===== src/design/ksst_pkg.sv =====
// Package of the keyword score smoother: widths, constants, register codes and types.
`default_nettype none

package ksst_pkg;

  localparam int KEYWORD_W = 4;
  localparam int PROB_W    = 16;
  localparam int SCORE_W   = 16;
  localparam int RUN_W     = 8;
  localparam int CFG_IDX_W = 2;
  localparam int CFG_DATA_W = 16;

  localparam int MAX_KEYWORDS_DEFAULT = 16;

  // The old weight is 65536 minus the new weight, so the average is folded
  // into a single multiply of the difference.
  localparam logic [15:0] EMA_NEW_WEIGHT = 16'd19661;
  localparam logic signed [32:0] EMA_ROUND = 33'sd32768;

  localparam logic [SCORE_W-1:0] THRESHOLD_RESET = 16'd52429;
  localparam logic [RUN_W-1:0]   MIN_RUN_RESET   = 8'd5;

  localparam logic [CFG_IDX_W-1:0] CFG_THRESHOLD = 2'd0;
  localparam logic [CFG_IDX_W-1:0] CFG_MIN_RUN   = 2'd1;

  typedef struct packed {
    logic               hit;
    logic [SCORE_W-1:0] score;
    logic [RUN_W-1:0]   run;
  } result_t;

endpackage

`default_nettype wire


===== src/design/ksst_store.sv =====
// Per-keyword score and run counter store, cleared by reset.
`default_nettype none

module ksst_store #(
  parameter int DEPTH = ksst_pkg::MAX_KEYWORDS_DEFAULT,
  parameter int IDX_W = (DEPTH > 1) ? $clog2(DEPTH) : 1
) (
  input  wire logic                         clk,
  input  wire logic                         rst_n,
  input  wire logic [IDX_W-1:0]             idx,
  output logic      [ksst_pkg::SCORE_W-1:0] rd_score,
  output logic      [ksst_pkg::RUN_W-1:0]   rd_run,
  input  wire logic                         wr_en,
  input  wire logic [ksst_pkg::SCORE_W-1:0] wr_score,
  input  wire logic [ksst_pkg::RUN_W-1:0]   wr_run
);

  logic [ksst_pkg::SCORE_W-1:0] score_r [DEPTH];
  logic [ksst_pkg::RUN_W-1:0]   run_r   [DEPTH];
  logic                         idx_ok;

  assign idx_ok = (32'(idx) < DEPTH);

  always_comb begin
    rd_score = '0;
    rd_run   = '0;
    if (idx_ok) begin
      rd_score = score_r[idx];
      rd_run   = run_r[idx];
    end
  end

  always_ff @(posedge clk) begin
    if (!rst_n) begin
      for (int i = 0; i < DEPTH; i++) begin
        score_r[i] <= '0;
        run_r[i]   <= '0;
      end
    end else if (wr_en && idx_ok) begin
      score_r[idx] <= wr_score;
      run_r[idx]   <= wr_run;
    end
  end

endmodule

`default_nettype wire


===== src/design/ksst_update.sv =====
// Moving-average update, threshold compare and run counter for one item.
`default_nettype none

module ksst_update (
  input  wire logic                         in_range,
  input  wire logic [ksst_pkg::PROB_W-1:0]  prob,
  input  wire logic [ksst_pkg::SCORE_W-1:0] old_score,
  input  wire logic [ksst_pkg::RUN_W-1:0]   old_run,
  input  wire logic [ksst_pkg::SCORE_W-1:0] threshold,
  input  wire logic [ksst_pkg::RUN_W-1:0]   min_run,
  output ksst_pkg::result_t                 result
);

  logic signed [16:0] diff;
  logic signed [32:0] prod;
  logic signed [32:0] rounded;
  logic signed [16:0] step;
  logic signed [17:0] sum;
  logic [ksst_pkg::SCORE_W-1:0] score;
  logic [8:0]                   run_inc;
  logic [ksst_pkg::RUN_W-1:0]   run_sat;
  logic                         above;

  // new = old + ((prob - old) * w + half) >> 16, with an arithmetic shift.
  assign diff    = $signed({1'b0, prob}) - $signed({1'b0, old_score});
  assign prod    = 33'(diff) * 33'($signed({1'b0, ksst_pkg::EMA_NEW_WEIGHT}));
  assign rounded = prod + ksst_pkg::EMA_ROUND;
  assign step    = rounded[32:16];
  assign sum     = 18'($signed({1'b0, old_score})) + 18'(step);
  assign score   = sum[ksst_pkg::SCORE_W-1:0];

  assign above   = (score > threshold);
  assign run_inc = {1'b0, old_run} + 9'd1;
  assign run_sat = run_inc[8] ? {ksst_pkg::RUN_W{1'b1}} : run_inc[7:0];

  always_comb begin
    result = '0;
    if (in_range) begin
      result.score = score;
      if (above) begin
        result.run = run_sat;
        result.hit = (run_sat >= min_run);
      end
    end
  end

endmodule

`default_nettype wire


===== src/design/keyword_score_smoother_trigger_core.sv =====
// Top level of the keyword score smoother and trigger.
//
// Each item carries a keyword index and that keyword's model posterior as
// an unsigned Q0.16 fraction. The keyword's score is updated by a 0.7/0.3
// exponential moving average with rounding; if the new score is strictly
// above the threshold register the keyword's run counter counts up
// (saturating at 255), otherwise it clears. Once the counter reaches
// min_run the result reports a detection together with a model reset
// request, and that keyword's score and counter return to zero. Every item
// produces exactly one result; an index at or beyond MAX_KEYWORDS leaves
// all state alone and returns zeros with the index echoed. The block takes
// one item per clock cycle: the input register feeds a read-modify-write
// of the per-keyword store, which is updated at the same edge that loads
// the result register, so the next item always sees the previous one's
// update. An accepted item passes through the input register and then the
// result register, which presents its result on the outputs. A waiting
// result still lets one further item into the input register; the input
// stalls only while both registers are full and the result is not being
// taken. Both stores are cleared by reset. Configuration writes take
// effect at once and are always ready; they should only be issued while no
// item is in flight. Register 0 is the threshold, register 1 is min_run
// (low eight bits of the write data); other indices are ignored.
`default_nettype none

module keyword_score_smoother_trigger_core #(
  parameter int MAX_KEYWORDS = ksst_pkg::MAX_KEYWORDS_DEFAULT
) (
  input  wire logic                            clk,
  input  wire logic                            rst_n,

  input  wire logic                            in_valid,
  output logic                                 in_ready,
  input  wire logic [ksst_pkg::KEYWORD_W-1:0]  in_keyword,
  input  wire logic [ksst_pkg::PROB_W-1:0]     in_prob,

  output logic                                 out_valid,
  input  wire logic                            out_ready,
  output logic                                 out_detected,
  output logic      [ksst_pkg::KEYWORD_W-1:0]  out_keyword_out,
  output logic      [ksst_pkg::SCORE_W-1:0]    out_smoothed,
  output logic      [ksst_pkg::RUN_W-1:0]      out_run_length,
  output logic                                 out_model_reset,

  input  wire logic                            cfg_valid,
  output logic                                 cfg_ready,
  input  wire logic [ksst_pkg::CFG_IDX_W-1:0]  cfg_index,
  input  wire logic [ksst_pkg::CFG_DATA_W-1:0] cfg_data
);

  // Only indices the keyword field can carry need storage.
  localparam int KW_SPAN = 1 << ksst_pkg::KEYWORD_W;
  localparam int DEPTH   = (MAX_KEYWORDS < KW_SPAN) ? MAX_KEYWORDS : KW_SPAN;
  localparam int IDX_W   = (DEPTH > 1) ? $clog2(DEPTH) : 1;

  // Configuration registers.
  logic [ksst_pkg::SCORE_W-1:0] threshold_r;
  logic [ksst_pkg::RUN_W-1:0]   min_run_r;

  // Input register stage.
  logic                            s1_valid_r, s1_valid_nxt;
  logic [ksst_pkg::KEYWORD_W-1:0]  s1_keyword_r;
  logic [ksst_pkg::PROB_W-1:0]     s1_prob_r;

  // Result register stage.
  logic                            out_valid_r, out_valid_nxt;
  ksst_pkg::result_t               out_result_r;
  logic [ksst_pkg::KEYWORD_W-1:0]  out_keyword_r;

  logic                            in_fire;
  logic                            s2_load;
  logic                            in_range;
  logic [IDX_W-1:0]                idx;
  logic [ksst_pkg::SCORE_W-1:0]    old_score;
  logic [ksst_pkg::RUN_W-1:0]      old_run;
  ksst_pkg::result_t               result;

  assign cfg_ready = 1'b1;

  always_ff @(posedge clk) begin
    if (!rst_n) begin
      threshold_r <= ksst_pkg::THRESHOLD_RESET;
      min_run_r   <= ksst_pkg::MIN_RUN_RESET;
    end else if (cfg_valid) begin
      case (cfg_index)
        ksst_pkg::CFG_THRESHOLD: threshold_r <= cfg_data;
        ksst_pkg::CFG_MIN_RUN:   min_run_r   <= cfg_data[ksst_pkg::RUN_W-1:0];
        default: ;
      endcase
    end
  end

  // The item in the input register moves on whenever the result register
  // is empty or is being emptied this cycle; the store is written then too for an in-range index.
  assign s2_load  = s1_valid_r && (!out_valid_r || out_ready);
  assign in_ready = !s1_valid_r || s2_load;
  assign in_fire  = in_valid && in_ready;

  assign s1_valid_nxt  = in_fire ? 1'b1 : (s2_load ? 1'b0 : s1_valid_r);
  assign out_valid_nxt = s2_load ? 1'b1 : (out_ready ? 1'b0 : out_valid_r);

  always_ff @(posedge clk) begin
    if (!rst_n) begin
      s1_valid_r  <= 1'b0;
      out_valid_r <= 1'b0;
    end else begin
      s1_valid_r  <= s1_valid_nxt;
      out_valid_r <= out_valid_nxt;
    end
  end

  always_ff @(posedge clk) begin
    if (in_fire) begin
      s1_keyword_r <= in_keyword;
      s1_prob_r    <= in_prob;
    end
    if (s2_load) begin
      out_result_r  <= result;
      out_keyword_r <= s1_keyword_r;
    end
  end

  assign in_range = (32'(s1_keyword_r) < MAX_KEYWORDS);
  assign idx      = s1_keyword_r[IDX_W-1:0];

  ksst_store #(
    .DEPTH (DEPTH),
    .IDX_W (IDX_W)
  ) u_store (
    .clk      (clk),
    .rst_n    (rst_n),
    .idx      (idx),
    .rd_score (old_score),
    .rd_run   (old_run),
    .wr_en    (s2_load && in_range),
    .wr_score (result.hit ? '0 : result.score),
    .wr_run   (result.hit ? '0 : result.run)
  );

  ksst_update u_update (
    .in_range  (in_range),
    .prob      (s1_prob_r),
    .old_score (old_score),
    .old_run   (old_run),
    .threshold (threshold_r),
    .min_run   (min_run_r),
    .result    (result)
  );

  assign out_valid       = out_valid_r;
  assign out_detected    = out_result_r.hit;
  assign out_model_reset = out_result_r.hit;
  assign out_keyword_out = out_keyword_r;
  assign out_smoothed    = out_result_r.score;
  assign out_run_length  = out_result_r.run;

endmodule

`default_nettype wire


===== config.mk =====
export PLATFORM = sky130hd
export DESIGN_NAME = keyword_score_smoother_trigger_core
export DESIGN_NICKNAME = d
export VERILOG_FILES = /design/src/design/ksst_pkg.sv /design/src/design/ksst_store.sv /design/src/design/ksst_update.sv /design/src/design/keyword_score_smoother_trigger_core.sv
export SDC_FILE = /design/constraint.sdc
export NUM_CORES = 1
export LEC_CHECK = 0
export BUFFER_PORTS_ARGS = -buffer_cell sky130_fd_sc_hd__buf_4
export CORE_UTILIZATION = 57
export DETAILED_ROUTE_END_ITERATION = 10
export GPL_TIMING_DRIVEN = 0
export HOLD_SLACK_MARGIN = 0.03
export PLACE_DENSITY = 0.75
export SYNTH_ARGS = -nofsm -noshare
export SYNTH_HDL_FRONTEND = slang
export SYNTH_HIERARCHICAL = 1
export SYNTH_SLANG_ARGS = --single-unit

===== constraint.sdc =====
create_clock -name clk -period 10.6 [get_ports clk]
set_input_delay 0.53 -clock clk [delete_from_list [all_inputs] [get_ports clk]]
set_output_delay 0.53 -clock clk [all_outputs]
set_load 0.01 [all_outputs]

==> results.cfg, run 1 <==
[status]
run_status = finished, violations left
failed_checks = negative setup slack

[grt]
number_of_antenna_violations_at_the_first_check_in_global_routing = 0
number_of_global_route_vias_before_repair = 18443
global_route.overflow_total = 0
grt_pass1_wl_mm = 106.8
grt_max_degree = 25
groute.usage.overall_pct = 29.03

[cts]
cts_made_buffers = 50
clock_insertion_delay_worst_skew_ns = 0.61
cts_max_path_buffers = 3
tritoncts_num_sinks = 459
h-tree-depth = 2
cts_tree = built
path_clk_slew_ns = 0.06
cts_root_buf = clkbuf_16

[synth]
synth-edff-count = 433
ys.warnings.count = 6
syn_inst = 2184
synth.top_cells.by_area = edfxtp_1 47%, and2_1 9.1%, ha_1 8.5%
synth_ff_type = edfxtp_1
synth_common_cells = 433 x edfxtp_1, 403 x and2_1, 264 x inv_1, 187 x ha_1, 97 x fa_1
avgSynthCellArea_um2 = 12.65
biggest_area_consumer_among_synthesized_cells = edfxtp_1
syn_area_mm2 = 0.02762
post-synth-top-area-fraction_pct = 47.07
asyncSetResetFlopFracSynth_pct = 0
synth_cell_type_count = 77
synth_sequential_area_ratio_pct = 48.96
number_of_storage_elements_in_the_synthesis_netlist = 459
yosys.cell_count.top_type = edfxtp_1

[cells_and_area]
drive_gt1_share_pct = 27.15
antenna-diode-count = 0
layout.filler_cells = 3224
final_net_count = 2746
register_area_mm2 = 0.01352
syn_to_final_growth_pct = 20.40
multi_input_area_mm2 = 0.01375

[timing]
layout_worst_path_cycle_share_pct = 113.3
timing.final.crit_period_ns = 12.01
rsz_0062_raised_after_global_routing = true
timing.slew.headroom_pct = 8.181
final_hold_viol_count = 0
final-max-slew-violation-count = 0
finalSetupTns_ns = -493.46
fmax_mhz = 83.23
fin_hold_ws_ns = 0.09592
worst_clock_skew_ns = 0.04198
setup_viol = 393
final.setup.worst_slack_ns = -1.415
max_slew.worst_pin.slew_ns = 1.377

[floorplan]
die_area_mm2 = 0.04935
floorplan.io_pins = 76
dieHeight_um = 222.1
initial_utilization_pct = 57.85
die_w_um = 222.1
core_mm2 = 0.04775
row_count = 80

[routing]
antenna_violating_nets_post_route = 0
first_iter_violations = 1887
post_drt_via_cell_ratio = 5.939
drt-pass1-iter-count = 6
avgRoutedWirePerCell_um = 23.53
drc = 0
final_wirelength_mm = 72.29
vias = 18246

[critical_path]
reg2reg_setup_slack_ns = -1.41
max_stage_delay_ns = 0.54
critical_path_cell_count = 53
crit_family = adder cells
timing.critical_path.required_ns = 10.95
cp-start-kind = flip-flop
timing.reg2reg.worst_path_depth = 53
cp_common_cell = inv_1
timing.critical_path.fanout_max = 8
critPathKind = flip-flop to flip-flop
setup.worst_path.end_class = flip-flop
timing.critical_path.slowest_stage_cell = or4_4
worst-path-buf-inv = 16
cp_data_arrival_time_ns = 12.36

[job]
cap_violations = 0

[place]
dp_hpwl_mm = 51.28
place_congestion = 0.9282
placement.io_buffers = 74

[hold_path]
hold_class = primary input to flip-flop
instance_count_along_the_most_critical_hold_path = 1
==> final cells by class <==
| type | instances | area share [%] |
|---|---|---|
| buffer | 110 | 2.622 |
| sequential | 459 | 40.66 |
| clock buffer | 61 | 3.886 |
| timing repair buffer | 183 | 5.308 |
| tap | 615 | 2.314 |
| clock inverter | 29 | 0.8615 |
| inverter | 265 | 2.991 |
| multi-input combinational | 1350 | 41.36 |
==> cells in the final DEF (no fill, tap or decap), types with 13 or more instances in the layout <==
master / n
a21o_1: 20
a21oi_1: 31
a21oi_2: 15
a22oi_1: 41
and2_1: 315
and2_4: 88
buf_12: 13
buf_2: 27
buf_4: 153
buf_6: 24
buf_8: 19
clkbuf_1: 41
clkbuf_16: 54
dfxtp_1: 26
edfxtp_1: 433
fa_1: 92
ha_1: 177
inv_1: 259
mux2i_1: 19
mux4_2: 96
nand2_1: 81
nor2_1: 47
nor2b_1: 19
nor2b_4: 25
o21ai_0: 18
xnor2_1: 22
xor2_1: 16
==> cells by family after synthesis <==
logic type                 share of synthesized area [%]
and+or+nand+nor                                    14.10
adders and majority gates                          15.50
AOI/OAI and AO/OA                                  5.757
DFF                                                48.96
xor gates and xnor gates                           1.613
buffers and inverters                              5.508
other                                            0.01358
muxes                                              8.556
==> sequential cells by signal (all words and copies together), names as in the netlist, 8 cells and up <==
name,cells
u_store/run_r,128
s1_prob_r,16
min_run_r,8
u_store/score_r,256
threshold_r,16
out_smoothed,16
out_run_length,8
==> per-layer routing <==
| metal | share of wire, % | wire length [µm] | global-route usage, % |
|---|---|---|---|
| met5 | 0 | 0 | 0 |
| met4 | 3.9 | 2820 | 11.90 |
| met3 | 8.7 | 6264 | 6.467 |
| met2 | 48 | 34810 | 47.42 |
| met1 | 39 | 28400 | 37.67 |
==> worst register-to-register path: cells and delay by family (launching register included) <==
kind | cells | cell delay [ns]
fa+ha+maj | 10 | 3.52
xor+xnor | 2 | 0.35
simple gates | 7 | 1.61
buf+inv | 16 | 2.02
compound gates | 17 | 3.33
flops | 1 | 0.36
mux | 1 | 0.53
==> stage by stage <==
stage          util [%]  instances  setup slack [ns]  cell area (µm²)
2_1_floorplan         -       2185           -0.2137            27840
3_3_place_gp      61.07       2874            -3.185            29160
3_5_place_dp      61.94       2887            -3.367            29570
4_1_cts           67.80       3035            -1.424            32370
5_1_grt           69.66       3072            -1.745            33260
6_report          69.66       3072            -1.415            33260
==> worst paths after layout <==
path	endpoint	from
min reg2reg	threshold_r[13]$_SDFFE_PN0P_	threshold_r[13]$_SDFFE_PN0P_
min	idx[3]$_DFFE_PP_	in_keyword[3]
max reg2reg	u_store/run_r[0][4]$_SDFFCE_PN0P_	idx[0]$_DFFE_PP_
max	u_store/run_r[0][4]$_SDFFCE_PN0P_	idx[0]$_DFFE_PP_
==> timing repair <==
| item | CTS | global route |
|---|---|---|
| setup endpoints to repair | 405 | 399 |
| pin swaps | 52 | 47 |
| setup buffers | 57 | 35 |
| hold buffers | 0 | 0 |
| resized for setup | 163 | 203 |
| gates cloned | 7 | 5 |
| hold endpoints to repair | 0 | 0 |
Power of run 1 is left out: the tool's default activity adds up to more than one toggle a clock period on the data nets, which glitch-free logic cannot reach.
==> run 2, diff against run 1 <==
--- a/config.mk
+++ b/config.mk
@@ -7,10 +7,11 @@
 export LEC_CHECK = 0
 export BUFFER_PORTS_ARGS = -buffer_cell sky130_fd_sc_hd__buf_4
 export CORE_UTILIZATION = 57
+export CTS_CLUSTER_DIAMETER = 60
 export DETAILED_ROUTE_END_ITERATION = 10
 export GPL_TIMING_DRIVEN = 0
 export HOLD_SLACK_MARGIN = 0.03
-export PLACE_DENSITY = 0.75
+export PLACE_DENSITY = 0.77
 export SYNTH_ARGS = -nofsm -noshare
 export SYNTH_HDL_FRONTEND = slang
 export SYNTH_HIERARCHICAL = 1
==> run 2 against run 1 <==
Net effect:
- the flow still finishes with violations (negative setup slack)
- clock skew grew 0.021 ns
- maximum frequency is essentially flat
- final cell count grew 0.13%
- non-clock buffer count grew 1
- sequential share of layout area shrank 0.12 points
- worst setup slack lost 0.0037 ns
- critical path depth is the same
- clock-buffer cell count shrank 3
- first-iteration DRC count shrank 10%
- routed wire length grew 1.8%
- flip-flop and latch count is the same
- register-to-register slack is essentially flat
- highest routed layer unchanged
==> results.cfg, run 2 (synthesized netlist as in run 1, its figures left out) <==
[cts]
cts_root_buf = clkbuf_16
h-tree-depth = 2
path_clk_slew_ns = 0.07
tritoncts_num_sinks = 459
postCtsHoldBufs = 0
cts_max_path_buffers = 3
clock_insertion_delay_worst_skew_ns = 0.62
cts_tree = built
cts_made_buffers = 50

[routing]
first_iter_violations = 1699
vias = 18490
final_wirelength_mm = 73.63
drc = 0
avgRoutedWirePerCell_um = 23.94
drt-pass1-iter-count = 5
post_drt_via_cell_ratio = 6.011
antenna_violating_nets_post_route = 0

[timing]
worst_clock_skew_ns = 0.06286
setup_viol = 393
final_hold_viol_count = 0
rsz_0062_raised_after_global_routing = true
max_slew.worst_pin.slew_ns = 1.358
timing.slew.headroom_pct = 9.467
final-max-slew-violation-count = 0
layout_worst_path_cycle_share_pct = 113.4
timing.final.crit_period_ns = 12.02
fmax_mhz = 83.21
final.setup.worst_slack_ns = -1.418

[cells_and_area]
finish.utilization_pct = 69.86
syn_to_final_growth_pct = 20.76
mostFrequentLayoutCell = edfxtp_1
largest_registers = u_store/score_r x256, u_store/run_r x128
largest_register_ff_count = 256
drive_gt1_share_pct = 25.81
final_cell_mix = 433 x edfxtp_1, 383 x and2_1, 257 x inv_1, 170 x ha_1, 158 x buf_4
final_net_count = 2747
largest-register = u_store/score_r

[critical_path]
timing.critical_path.fanout_max = 7
timing.reg2reg.worst_path_depth = 53
max_stage_delay_ns = 0.53
critPathKind = flip-flop to flip-flop
timing.critical_path.required_ns = 10.92
setup.worst_path.end_class = flip-flop
cp_data_arrival_time_ns = 12.34
cp-start-kind = flip-flop
timing.critical_path.slowest_stage_cell = or4_4

[floorplan]
floorplan.io_pins = 76
die_w_um = 222.1
dieHeight_um = 222.1
row_count = 80
core_mm2 = 0.04775
initial_utilization_pct = 57.85
die_area_mm2 = 0.04935

[grt]
global_route.overflow_total = 0
number_of_global_route_vias_before_repair = 18870
grt_max_degree = 25
number_of_antenna_violations_at_the_first_check_in_global_routing = 2
groute.usage.overall_pct = 29.55
grt_pass1_wl_mm = 109.2

[hold_path]
instance_count_along_the_most_critical_hold_path = 1
hold_class = primary input to flip-flop

[status]
run_status = finished, violations left
failed_checks = negative setup slack

[job]
cap_violations = 0

[place]
placement.io_buffers = 74
place_congestion = 0.9076
dp_hpwl_mm = 51.54
run 2: cell count changes in the layout (fill, tap and decap cells not counted), sizes merged:
cell,before,now
buf,245,244
bufinv,4,9
clkbuf,109,108
clkinv,21,18
diode,0,1
inv,267,270
run 2: final timing paths:
path,start,end,slack [ns]
max,idx[0]$_DFFE_PP_,u_store/score_r[0][5]$_SDFFCE_PN0P_,-1.42
min,in_keyword[1],idx[1]$_DFFE_PP_,0.1
max reg2reg,idx[0]$_DFFE_PP_,u_store/score_r[0][5]$_SDFFCE_PN0P_,-1.42
min reg2reg,min_run_r[1]$_SDFFE_PN0P_,min_run_r[1]$_SDFFE_PN0P_,0.47
run 2: stage by stage:
stage | setup WS, ns | instance area (µm²) | instances | hold slack, ns | setup TNS (ns)
detailed placement | -3.378 | 29600 | 2888 | 0.4386 | -1183.18
global placement | -3.144 | 29160 | 2874 | 0.4335 | -1103.38
CTS | -1.299 | 32720 | 3044 | 0.07801 | -464.73
floorplan | -0.2137 | 27840 | 2185 | 0.4255 | -55.05
finish | -1.418 | 33360 | 3076 | 0.09534 | -487.88
global route | -1.723 | 33350 | 3075 | 0.09223 | -619.89
run 2: worst max-delay path, delay by kind of cell, from the launching register on:
family | cells | cell delay [ns]
adders and majority gates | 10 | 3.49
DFF | 1 | 0.36
AOI/OAI and AO/OA | 19 | 4.10
buffers and inverters | 14 | 1.63
xor gates and xnor gates | 2 | 0.33
and+or+nand+nor | 7 | 1.25
muxes | 1 | 0.50
run 2: timing repair:
item,CTS,global route
setup buffers,59,30
endpoints found under the setup margin,405,395
gates cloned,6,2
gates resized for setup,196,113
pin swaps,57,46
run 2: per-layer routing:
metal | global-route usage, % | vias to the layer above | part of all wire (%)
li1 | - | 8120 | -
met1 | 37.53 | 9279 | 38
met2 | 49.33 | 903 | 49
met3 | 6.573 | 188 | 9.6
met4 | 11.78 | 0 | 3.9
met5 | 0 | - | 0
run 2: layout make-up:
| type | instances | area, µm² |
|---|---|---|
| Inverter | 265 | 994.7 |
| Clock inverter | 34 | 446.7 |
| Antenna cell | 1 | 2.502 |
| Multi-Input combinational cell | 1350 | 13710 |
| Timing Repair Buffer | 184 | 1737 |
| Buffer | 110 | 893.4 |
| Fill cell | 3081 | 14390 |
| Tap cell | 615 | 769.5 |
| Sequential cell | 459 | 13520 |
| Clock buffer | 58 | 1281 |
Power of run 2 is left out for the same reason.
